--- src/design/kct_pkg.sv ---
// shared types and constants of the k-mer count table
`default_nettype none

package kct_pkg;

	// fixed field widths
	localparam int CMD_W  = 2;
	localparam int SYM_W  = 2;
	localparam int IDX_W  = 12;
	localparam int VAL_W  = 32;
	localparam int ERR_W  = 2;
	localparam int ORD_W  = 3;
	localparam int APB_AW = 4;
	localparam int APB_DW = 32;

	// command codes
	localparam logic [CMD_W-1:0] CMD_SYMBOL = 2'd0;
	localparam logic [CMD_W-1:0] CMD_READ   = 2'd1;
	localparam logic [CMD_W-1:0] CMD_CLEAR  = 2'd2;

	// error codes
	localparam logic [ERR_W-1:0] ERR_NONE      = 2'd0;
	localparam logic [ERR_W-1:0] ERR_UNDERFLOW = 2'd1;
	localparam logic [ERR_W-1:0] ERR_SATURATED = 2'd2;

	// register indexes (word address paddr[3:2])
	localparam logic [1:0] REG_WORD_ORDER      = 2'd0;
	localparam logic [1:0] REG_COUNT_MODE      = 2'd1;
	localparam logic [1:0] REG_COMPLEMENT_MODE = 2'd2;

	// register reset values
	localparam logic [ORD_W-1:0] WORD_ORDER_RST = 3'd2;

	// configuration registers as seen by the datapath
	typedef struct packed {
		logic [ORD_W-1:0] word_order;
		logic             count_mode;
		logic             complement_mode;
	} cfg_t;

	// control of one item from the window front end to the update stage
	typedef struct packed {
		logic             do_update;
		logic             do_read;
		logic             do_clear;
		logic             decrement;
		logic [IDX_W-1:0] word_index;
	} ctl_t;

	// one result item
	typedef struct packed {
		logic             counted;
		logic [IDX_W-1:0] word_index;
		logic [VAL_W-1:0] count_value;
		logic [ERR_W-1:0] error_code;
	} res_t;

endpackage

`default_nettype wire

--- src/design/kct_rmw.sv ---
// read-modify-write stage with forwarding, and the table clearing sweep
`default_nettype none

module kct_rmw import kct_pkg::*; #(
	parameter int TABLE_BITS = 12,
	parameter int COUNT_BITS = 32
) (
	input  wire logic                  clk,
	input  wire logic                  arst_n,
	input  wire logic                  accept,
	input  wire ctl_t                  ctl,
	input  wire logic [TABLE_BITS-1:0] rd_addr,
	input  wire logic [COUNT_BITS-1:0] rd_data,
	output      logic                  wr_en,
	output      logic [TABLE_BITS-1:0] wr_addr,
	output      logic [COUNT_BITS-1:0] wr_data,
	output      logic                  res_valid,
	output      res_t                  res,
	output      logic                  busy
);

	localparam logic [COUNT_BITS-1:0] COUNT_MAX = {COUNT_BITS{1'b1}};

	logic                        valid_s1;
	ctl_t                        ctl_s1;
	logic [TABLE_BITS-1:0]       addr_s1;
	logic                        fwd_valid_q;
	logic [TABLE_BITS-1:0]       fwd_addr_q;
	logic [COUNT_BITS-1:0]       fwd_data_q;
	logic                        clr_active_q;
	logic [TABLE_BITS-1:0]       clr_addr_q;
	logic [COUNT_BITS-1:0]       cur, upd;
	logic                        upd_en;
	logic [COUNT_BITS+VAL_W-1:0] val_ext;

	// stage 1 capture
	always_ff @(posedge clk or negedge arst_n) begin
		if (!arst_n) begin
			valid_s1 <= 1'b0;
		end else begin
			valid_s1 <= accept;
		end
	end

	always_ff @(posedge clk) begin
		if (accept) begin
			ctl_s1  <= ctl;
			addr_s1 <= rd_addr;
		end
	end

	// forward the write that landed at the same edge as the read
	assign cur = (fwd_valid_q && fwd_addr_q == addr_s1) ? fwd_data_q : rd_data;

	// count update and result
	always_comb begin
		upd           = cur;
		upd_en        = 1'b0;
		val_ext       = '0;
		res           = '0;
		res.word_index = ctl_s1.word_index;
		if (ctl_s1.do_update) begin
			if (!ctl_s1.decrement) begin
				if (cur == COUNT_MAX) begin
					res.error_code = ERR_SATURATED;
					val_ext        = {{VAL_W{1'b0}}, COUNT_MAX};
				end else begin
					upd         = cur + COUNT_BITS'(1);
					upd_en      = 1'b1;
					res.counted = 1'b1;
					val_ext     = {{VAL_W{1'b0}}, upd};
				end
			end else begin
				if (cur == '0) begin
					res.error_code = ERR_UNDERFLOW;
				end else begin
					upd         = cur - COUNT_BITS'(1);
					upd_en      = 1'b1;
					res.counted = 1'b1;
					val_ext     = {{VAL_W{1'b0}}, upd};
				end
			end
		end else if (ctl_s1.do_read) begin
			val_ext = {{VAL_W{1'b0}}, cur};
		end else if (ctl_s1.do_clear) begin
			res.word_index = '0;
		end
		res.count_value = val_ext[VAL_W-1:0];
	end

	assign res_valid = valid_s1;

	// write port: sweep has priority, no item runs during it
	always_comb begin
		wr_en   = clr_active_q || (valid_s1 && upd_en);
		wr_addr = clr_active_q ? clr_addr_q : addr_s1;
		wr_data = clr_active_q ? '0 : upd;
	end

	// last write, for forwarding
	always_ff @(posedge clk or negedge arst_n) begin
		if (!arst_n) begin
			fwd_valid_q <= 1'b0;
		end else begin
			fwd_valid_q <= wr_en;
		end
	end

	always_ff @(posedge clk) begin
		fwd_addr_q <= wr_addr;
		fwd_data_q <= wr_data;
	end

	// clearing sweep after reset and on a clear command
	always_ff @(posedge clk or negedge arst_n) begin
		if (!arst_n) begin
			clr_active_q <= 1'b1;
			clr_addr_q   <= '0;
		end else if (clr_active_q) begin
			clr_addr_q <= clr_addr_q + TABLE_BITS'(1);
			if (clr_addr_q == {TABLE_BITS{1'b1}}) begin
				clr_active_q <= 1'b0;
			end
		end else if (valid_s1 && ctl_s1.do_clear) begin
			clr_active_q <= 1'b1;
			clr_addr_q   <= '0;
		end
	end

	assign busy = clr_active_q || (valid_s1 && ctl_s1.do_clear);

	// no item may be in flight while the sweep owns the memory
	a_sweep_alone: assert property (@(posedge clk) disable iff (!arst_n)
		clr_active_q |-> !valid_s1)
		else $error("item in flight during table sweep");

	// a clear item hands the memory to the sweep on the next cycle
	a_clear_starts: assert property (@(posedge clk) disable iff (!arst_n)
		valid_s1 && ctl_s1.do_clear && !clr_active_q |=> clr_active_q && clr_addr_q == '0)
		else $error("clear command did not start the sweep");

endmodule

`default_nettype wire

--- config.mk ---
export PLATFORM = sky130hd
export DESIGN_NAME = kct_rmw
export DESIGN_NICKNAME = d
export VERILOG_FILES = /design/src/design/kct_pkg.sv /design/src/design/kct_rmw.sv
export SDC_FILE = /design/constraint.sdc
export NUM_CORES = 1
export LEC_CHECK = 0
export BUFFER_PORTS_ARGS = -buffer_cell sky130_fd_sc_hd__buf_2
export CORE_ASPECT_RATIO = 0.6
export CORE_MARGIN = 2
export CORE_UTILIZATION = 50
export CTS_CLUSTER_SIZE = 14
export DETAILED_ROUTE_END_ITERATION = 12
export PLACE_DENSITY = 0.74
export REMOVE_ABC_BUFFERS = 1
export SKIP_LAST_GASP = 1
export SYNTH_ARGS = -nofsm -noshare
export SYNTH_HDL_FRONTEND = slang
export SYNTH_SLANG_ARGS = --single-unit
--- constraint.sdc ---
create_clock -name clk -period 5 [get_ports clk]
set_input_delay 0.75 -clock clk [delete_from_list [all_inputs] [get_ports clk]]
set_output_delay 0.75 -clock clk [all_outputs]
set_load 0.02 [all_outputs]
======== Word-level counts from Yosys, hierarchy flattened ========
Cells that the tools add are included.
operators by class
  add/subtract/negate cells ............... 3
  muxes and demuxes ....................... 28
  reduce and logical (&&, ||, !) cells .... 7
  equal/unequal tests ..................... 3
operators by type and width
  kind                                                                   count
  32-bit 2-to-1 mux                                                      11
  12-bit 2-to-1 mux                                                      6
  32-bit by 1-bit adder with 32-bit output (second input constant)       1
  32-bit == test (second input constant)                                 1
  32-bit logical NOT                                                     1
  32-bit by 1-bit subtractor with 32-bit output (second input constant)  1
  12-bit by 1-bit adder with 12-bit output (second input constant)       1
  12-bit == test                                                         1
  12-bit == test (second input constant)                                 1
  1-bit 2-to-1 mux                                                       8
  2-bit 2-to-1 mux                                                       3
  1-bit logical AND                                                      3
  1-bit logical OR                                                       2
  2-bit nonzero test                                                     1
word-level totals
  bits in registers ....................... 87
  input port bits ......................... 63
  logic and storage cells ................. 53
  output and inout bits ................... 94

======== Depth between registers and ports, before layout ========
Gate-level depths: netlist (run 1).
  word-level depth ........................ 9
  depth in mapped cells ................... 21
  gate-level depth less buffers ........... 16

======== Worst setup path before layout (run 1) ========
No wires, ideal clock.
  kind .................................... reg2out
  start point ............................. register addr_s1[11]
  end point ............................... output port wr_data[20]
  cell stages (with the launch flop) ...... 20
  slack ................................... 0.015 ns
  data required time ...................... 4.250 ns
  data arrival time ....................... 4.235 ns
  buffers on the path ..................... 6
  cell sequence ........................... edfxtp_1 xnor2_1 nand3_1 nor4_2 buf_6 buf_8 buf_4 buf_4 mux2i_1 inv_1 ha_1 buf_2 inv_1 nor4_1 and2_1 nand4_1 a21oi_1 nor2_1 clkbuf_8 a311oi_1
between the ends
  cells in the longest elaborated chain, start to end .. 8
  elaborated cells between the ends (all ways) .. 12
RTL lines
  item                                                                    RTL line                      source
  start: declaration                                                      kct_rmw.sv:26                 logic [TABLE_BITS-1:0] addr_s1;
  start signal: assignment                                                kct_rmw.sv:48                 addr_s1 <= rd_addr;
  12-bit == test (*)                                                      kct_rmw.sv:53                 assign cur = (fwd_valid_q && fwd_addr_q == addr_s1) ? fwd_data_q : rd_data;
  1-bit logical AND (*)                                                   kct_rmw.sv:53
  32-bit 2-to-1 mux (*)                                                   kct_rmw.sv:53
  32-bit by 1-bit adder with 32-bit output, or another cell as far along  kct_rmw.sv:68                 upd = cur + COUNT_BITS'(1);
  32-bit 2-to-1 mux, on equally long branches                             kct_rmw.sv:64, kct_rmw.sv:74
  32-bit 2-to-1 mux                                                       kct_rmw.sv:63                 if (!ctl_s1.decrement) begin
  32-bit 2-to-1 mux (*)                                                   kct_rmw.sv:62                 if (ctl_s1.do_update) begin
  32-bit 2-to-1 mux (*)                                                   kct_rmw.sv:97                 wr_data = clr_active_q ? '0 : upd;
  end: declaration                                                        kct_rmw.sv:16                 output logic [COUNT_BITS-1:0] wr_data,
Mark *: on every way between the ends. The rest lies on a longest branch, timed or not.

======== Worst setup path after layout (run 1) ========
  start point ............................. register addr_s1[2]
  end point ............................... output port wr_data[27]
Same word-level chain as after synthesis.

==> flow_summary.yaml, run 1 <==
die:
  start_util_pct: 50.9
  die_height_um: 97.9
  rows: 34
  die_x_um: 160
  die-area_um2: 15700
  fp.coreArea_um2: 14400
  ios: 157
drt:
  final_antenna_net_count: 0
  initialDrtViolationCount: 1151
  routed-via-count: 8006
  wl_per_cell_um: 22.0
  drc: 0
  routed_via_density: 6.51
  drt_pass1_iterations: 6
  routed_wl_um: 27100
global_routing:
  track_usage_pct: 33.4
  grt_pass1_wl_um: 40800
  grt_pass1_vias: 6949
  antenna_found_initial: 0
  overflow: 0
  grt_max_degree: 56
power_and_ir_drop:
  p_per_area_nw_per_um2: 258
  p_sw_share_pct: 34.2
  pwr-share-clk_pct: 33.9
  p_int_mw: 1.48
  power_frac_seq_pct: 39.0
  p_comb_share_pct: 27.1
  power_leakage_nw: 3.34
  vdd_drop_max_v: 0.000172
  power.switching_mw: 0.771
sta:
  drv_slew: 0
  fmax_mhz: 203
  skew_ns: 0.0169
  tns_ns: 0
  relSlewSlack_pct: 39.2
  finalSetupViolCount: 0
  final.min_clock_period_ns: 4.93
  rsz0062_at_grt: "true"
  period_share_pct: 98.6
  hold_viol: 0
  worstMarginPinSlew_ns: 0.909
  holdWs_ns: 0.303
synthesis:
  syn_area_um2: 7340
  synth.area.top_cells: "dfxtp_1, edfxtp_1, mux2_2, mux2i_1, dfrtp_1"
  ys_seq_area_share_pct: 28.6
  synth-edff-count: 28
  ys_types: 82
  yosysWarningCount: 0
  netlist.area_leader.share_pct: 12.0
  async_flop_share_pct: 17.2
  synth_top_area_cell: "dfxtp_1"
  syn_inst: 875
  synthFlopType: "dfxtp_1"
  yosys_register_bits: 87
  avgSynthCellArea_um2: 8.39
clock_network:
  cts.sink_count: 87
  numCtsBuffers: 9
  cts_max_level: 3
  cts_buffer_depth: 2
  cts_tree: "built"
  cts_hold_buffers: 0
  cts_root_buf: "clkbuf_16"
  clkTransAtPathRegs_ns: 0.07
  insertion_delay_ns: 0.36
placement:
  gp_congestion: 1.04
  place_area_um2: 8300
  portBuffers: 156
  place_inst: 1209
  hpwlAfterDp_um: 20000
worst_setup_path:
  critPathSlowestCell: "buf_4"
  cp-start-kind: "flop"
  critPathKind: "reg -> out"
  critPathBufInv: 4
  worst_ep_required_time_ns: 4.25
  crit_top_cell: "buf_4"
  crit_family: "buffers and inverters"
  cp_max_fo: 55
  endpoint_kind: "primary output"
  crit_arrival_ns: 4.18
  slowest_delay_ns: 0.61
  startpoint: "addr_s1[2]"
  worstPathCellList: "xnor2_1, nand2_1, nor4_4, buf_4, buf_4, buf_4, mux2_2, nand3_1, or3b_1, a311oi_1, buf_2"
  reg2reg_from: "addr_s1[2]"
cells_and_area:
  drive_above_1_share_pct: 29.8
  antenna_cells: 0
  finish.instance_area_um2: 8740
  syn2layout_area_growth_pct: 19.0
  fillers: 1291
  nNetsFinal: 1094
  fin_util_pct: 60.6
  stdcell_count: 1229
flow_run:
  drv_cap: 0
status:
  status: "finished, final reports clean"
hold_path:
  hold_class: "in -> async"
per-stage QoR:
step,power (mW),setup slack [ns]
after floorplan,1.24,-8.17
after global routing,2.34,-0.0846
after CTS,2.24,0.0196
final,2.25,0.0694
after detailed placement,1.48,0.190
after global placement,1.47,0.221
flip-flops by register name (all words and copies together), names as in the netlist:
| register | cells |
|---|---|
| fwd_data_q | 32 |
| fwd_valid_q | 1 |
| clr_addr_q | 12 |
| res_valid | 1 |
| clr_active_q | 1 |
| ctl_s1 | 16 |
| fwd_addr_q | 12 |
| addr_s1 | 12 |
final cells by class:
class | count | area [um2] | area share [%]
inverter | 14 | 55.1 | 0.630
sequential | 87 | 2100 | 24.0
clock buffer | 10 | 229 | 2.62
clock inverter | 6 | 91.3 | 1.04
multi-input combinational | 717 | 4920 | 56.3
timing repair buffer | 197 | 1090 | 12.5
tap | 198 | 248 | 2.83
per-layer routing:
layer / share of wire, % / vias to the layer above / global-route usage [%]
li1: - / 3620 / -
met1: 45 / 3750 / 52.0
met2: 38 / 593 / 43.3
met3: 15 / 43 / 12.8
met4: 1.3 / 0 / 5.41
met5: 0 / - / 0
cell usage in the layout, fill, tap and decap left out, drive strengths merged, types with 11 or more instances in the layout:
| cell type | synthesis | routed |
|---|---|---|
| a21oi | 51 | 51 |
| a31oi | 17 | 17 |
| buf | 29 | 197 |
| dfrtp | 14 | 14 |
| dfxtp | 44 | 44 |
| edfxtp | 28 | 28 |
| inv | 14 | 17 |
| mux2 | 47 | 47 |
| mux2i | 52 | 52 |
| nand2 | 61 | 61 |
| nand3 | 59 | 59 |
| nand4 | 34 | 34 |
| nor2 | 73 | 73 |
| nor2b | 14 | 14 |
| nor3 | 36 | 36 |
| nor4 | 23 | 23 |
| o211ai | 11 | 11 |
| o21ai | 49 | 49 |
| or3 | 11 | 11 |
| xnor2 | 35 | 35 |
cells by family after synthesis:
family	synth area share, %
multiplexers	14.5
AND/OR/NAND/NOR	26.1
adder cells (fa/ha/maj)	0.852
flip-flops	28.6
AO/OA/AOI/OAI	19.0
XOR/XNOR	5.25
buffers and inverters	5.73
worst register-to-register path, delay by kind of cell (launching register included):
family,cells,cell delay [ns]
AO/OA/AOI/OAI,2,0.53
XOR/XNOR,1,0.26
adder cells (fa/ha/maj),1,0.19
buffers and inverters,3,0.53
flip-flops,1,0.41
multiplexers,2,0.64
AND/OR/NAND/NOR,6,1.06
power by group through the flow:
stage | Sequential [mW] | Clock, mW | Combinational [mW]
global placement | 0.888 | 0 | 0.580
floorplan | 0.876 | 0 | 0.364
detailed placement | 0.890 | 0 | 0.588
CTS | 0.875 | 0.770 | 0.591
finish | 0.879 | 0.765 | 0.610
global route | 0.889 | 0.799 | 0.650
synthesized netlist by cell type, drive strengths merged (6+ instances only):
library cell	number
buf	29
nor3	36
xor2	9
nand2b	6
and3	6
o211ai	11
mux2	47
o22ai	6
xnor2	35
nor4	23
a311oi	9
nand2	61
dfrtp	14
and4	6
a221oi	6
clkbuf	28
a21o	10
a211oi	10
nand4	34
dfxtp	44
edfxtp	28
nor2b	14
nor2	73
a21oi	51
mux2i	52
a31oi	17
or3	11
o21ai	49
or2	8
inv	14
nand3	59
repair_timing:
action	4_1_cts	5_1_grt
endpoints found under the setup margin	12	55
gates resized for setup	2	18
pin swaps	1	3
buffers inserted	1	3
final timing paths:
check | depth (start not counted) | slack [ns] | endpoint
max in group asynchronous | 1 | 4.39 | clr_active_q
worst min register to register | 1 | 0.51 | clr_active_q
min in group clk | 1 | 0.51 | clr_active_q
worst max-delay path | 11 | 0.07 | wr_data[27]
worst max register to register | 15 | 1.23 | fwd_data_q[16]
worst min-delay path | 1 | 0.30 | clr_addr_q[5]
Note: power is estimated with default switching activity, not from simulation.
==> run 2: changes to the inputs <==
==> constraint.sdc (replaced) <==
create_clock -name clk -period 5 [get_ports clk]
set_input_delay 0.25 -clock clk [delete_from_list [all_inputs] [get_ports clk]]
set_output_delay 0.25 -clock clk [all_outputs]
set_load 0.02 [all_outputs]
==> flow_summary.yaml, run 2 (same netlist as run 1, synthesis figures left out) <==
cells_and_area:
  multiInputGateArea_um2: 4850
  fillers: 1306
  antenna_cells: 0
  reg_top3: "fwd_data_q x32, ctl_s1 x16"
  stdcell_count: 1207
  final_cell_mix: "buf_2, nor2_1, nand2_1, nand3_1, mux2i_1"
  nNetsFinal: 1072
  regMostFlops: "fwd_data_q"
  finish.instance_area_um2: 8520
  syn2layout_area_growth_pct: 16.0
  largest_reg_flops: 32
  drive_above_1_share_pct: 27.3
  final_common_cell: "buf_2"
  seqCellArea_um2: 2100
hold_path:
  hold_start: "ctl[12]"
  hold_class: "in -> reg"
  hold_end: "ctl_s1[12]"
  hold_depth: 1
clock_network:
  cts.sink_count: 87
  clkTransAtPathRegs_ns: 0.08
  insertion_delay_ns: 0.36
  cts_tree: "built"
  cts_max_level: 3
  cts_buffer_depth: 2
  numCtsBuffers: 9
  cts_root_buf: "clkbuf_16"
global_routing:
  track_usage_pct: 33.2
  overflow: 0
  grt_pass1_wl_um: 40700
  grt_pass1_vias: 6924
  grt_max_degree: 127
  antenna_found_initial: 1
sta:
  hold_viol: 0
  rsz0062_at_grt: "false"
  tns_ns: 0
  worstMarginPinSlew_ns: 0.943
  drv_slew: 0
  fmax_mhz: 210
  period_share_pct: 95.3
  final.min_clock_period_ns: 4.76
  relSlewSlack_pct: 36.6
  finalSetupViolCount: 0
  skew_ns: 0.0154
worst_setup_path:
  worstPathCellList: "xnor2_1, nand4_1, nor4_4, buf_4, mux2i_1, inv_1, ha_2, nand3_1, nor3_2, nand3_1, or3_1, a21oi_2, nor2_2, buf_4, a311oi_1, buf_2"
  critPathSlowestCell: "or3_1"
  rr_endpoint: "fwd_data_q[25]"
  cp_max_fo: 16
  endpoint_kind: "primary output"
  crit_arrival_ns: 4.51
  r2r_cells: 15
  reg2reg_slack_ns: 0.95
  reg2reg_from: "addr_s1[9]"
  critPathKind: "reg -> out"
  slowest_delay_ns: 0.46
  cp-start-kind: "flop"
  worst_ep_required_time_ns: 4.75
placement:
  hpwlAfterDp_um: 19700
  portBuffers: 156
  gp_congestion: 1.02
  place_area_um2: 8170
  place_inst: 1189
die:
  start_util_pct: 50.9
  die_height_um: 97.9
  rows: 34
  fp.coreArea_um2: 14400
  die-area_um2: 15700
  ios: 157
  die_x_um: 160
drt:
  initialDrtViolationCount: 1115
  drc: 0
  drt_pass1_iterations: 6
  final_antenna_net_count: 0
  routed-via-count: 7819
  routed_via_density: 6.48
  wl_per_cell_um: 22.2
  routed_wl_um: 26700
status:
  status: "finished, final reports clean"
power_and_ir_drop:
  p_per_area_nw_per_um2: 261
  power_leakage_nw: 3.19
  vdd_drop_max_v: 0.000159
flow_run:
  drv_cap: 0
-- run 2: changes by cell type in the layout (fill, tap and decap cells not counted), sizes merged --
cell / previous run / this run
buf: 197 / 174
bufinv: 2 / 1
clkbuf: 10 / 11
clkinv: 1 / 0
clkinvlp: 0 / 2
dlygate4sd3: 0 / 1
inv: 17 / 16
-- run 2: stage by stage --
step | power [mW] | hold WS, ns | setup WS, ns | util (%)
2_1_floorplan | 1.24 | -0.0456 | -7.67 | -
3_3_place_gp | 1.47 | 0.179 | 0.540 | 56.7
3_5_place_dp | 1.47 | 0.176 | 0.352 | 56.7
4_1_cts | 2.21 | 0.0647 | 0.113 | 59.0
5_1_grt | 2.31 | 0.0643 | 0.0458 | 59.1
6_report | 2.22 | 0.0632 | 0.237 | 59.1
-- run 2: worst max-delay path by stage --
stage / startpoint / end / slack, ns
floorplan: addr_s1[0] / wr_data[27] / -7.67
detailed placement: addr_s1[9] / wr_data[25] / 0.35
global placement: addr_s1[9] / res[17] / 0.54
CTS: addr_s1[9] / wr_data[25] / 0.11
global route: addr_s1[9] / wr_data[6] / 0.05
finish: addr_s1[9] / wr_data[25] / 0.24
-- run 2: area by class of cell --
type	count	area share (%)
flip-flops and latches	87	24.6
multi-input cells	717	56.9
clock buffers	11	2.98
well taps	198	2.91
repair buffers	175	11.2
clock inverters	5	0.734
inverters	14	0.646
-- run 2: per-layer routing --
metal / up-vias / track usage [%] / share of wire, %
met3: 42 / 12.3 / 16
li1: 3584 / - / -
met5: - / 1.82 / 0
met1: 3577 / 51.6 / 45
met2: 616 / 42.4 / 38
met4: 0 / 7.07 / 1.5
-- run 2: critical path, delay by kind of cell (launching register included) --
| family | cells | cell delay, ns |
|---|---|---|
| and+or+nand+nor | 7 | 1.72 |
| buffers and inverters | 4 | 0.82 |
| AOI/OAI and AO/OA | 2 | 0.56 |
| DFF | 1 | 0.40 |
| adders and majority gates | 1 | 0.31 |
| xor gates and xnor gates | 1 | 0.23 |
| muxes | 1 | 0.10 |
-- run 2: repair_timing --
item | CTS | global route
pin swaps | 1 | 0
cloned | 0 | 0
hold endpoints to repair | 14 | 0
resized for setup | 0 | 5
setup endpoints to repair | 4 | 16
hold buffers | 1 | 0
setup buffers | 1 | 0
-- run 2: where the power goes --
| group | total (mW) | switching (mW) | internal, mW |
|---|---|---|---|
| registers | 0.879 | 0.0722 | 0.807 |
| logic | 0.599 | 0.373 | 0.225 |
| clock network | 0.744 | 0.322 | 0.423 |
| total | 2.22 | 0.767 | 1.45 |
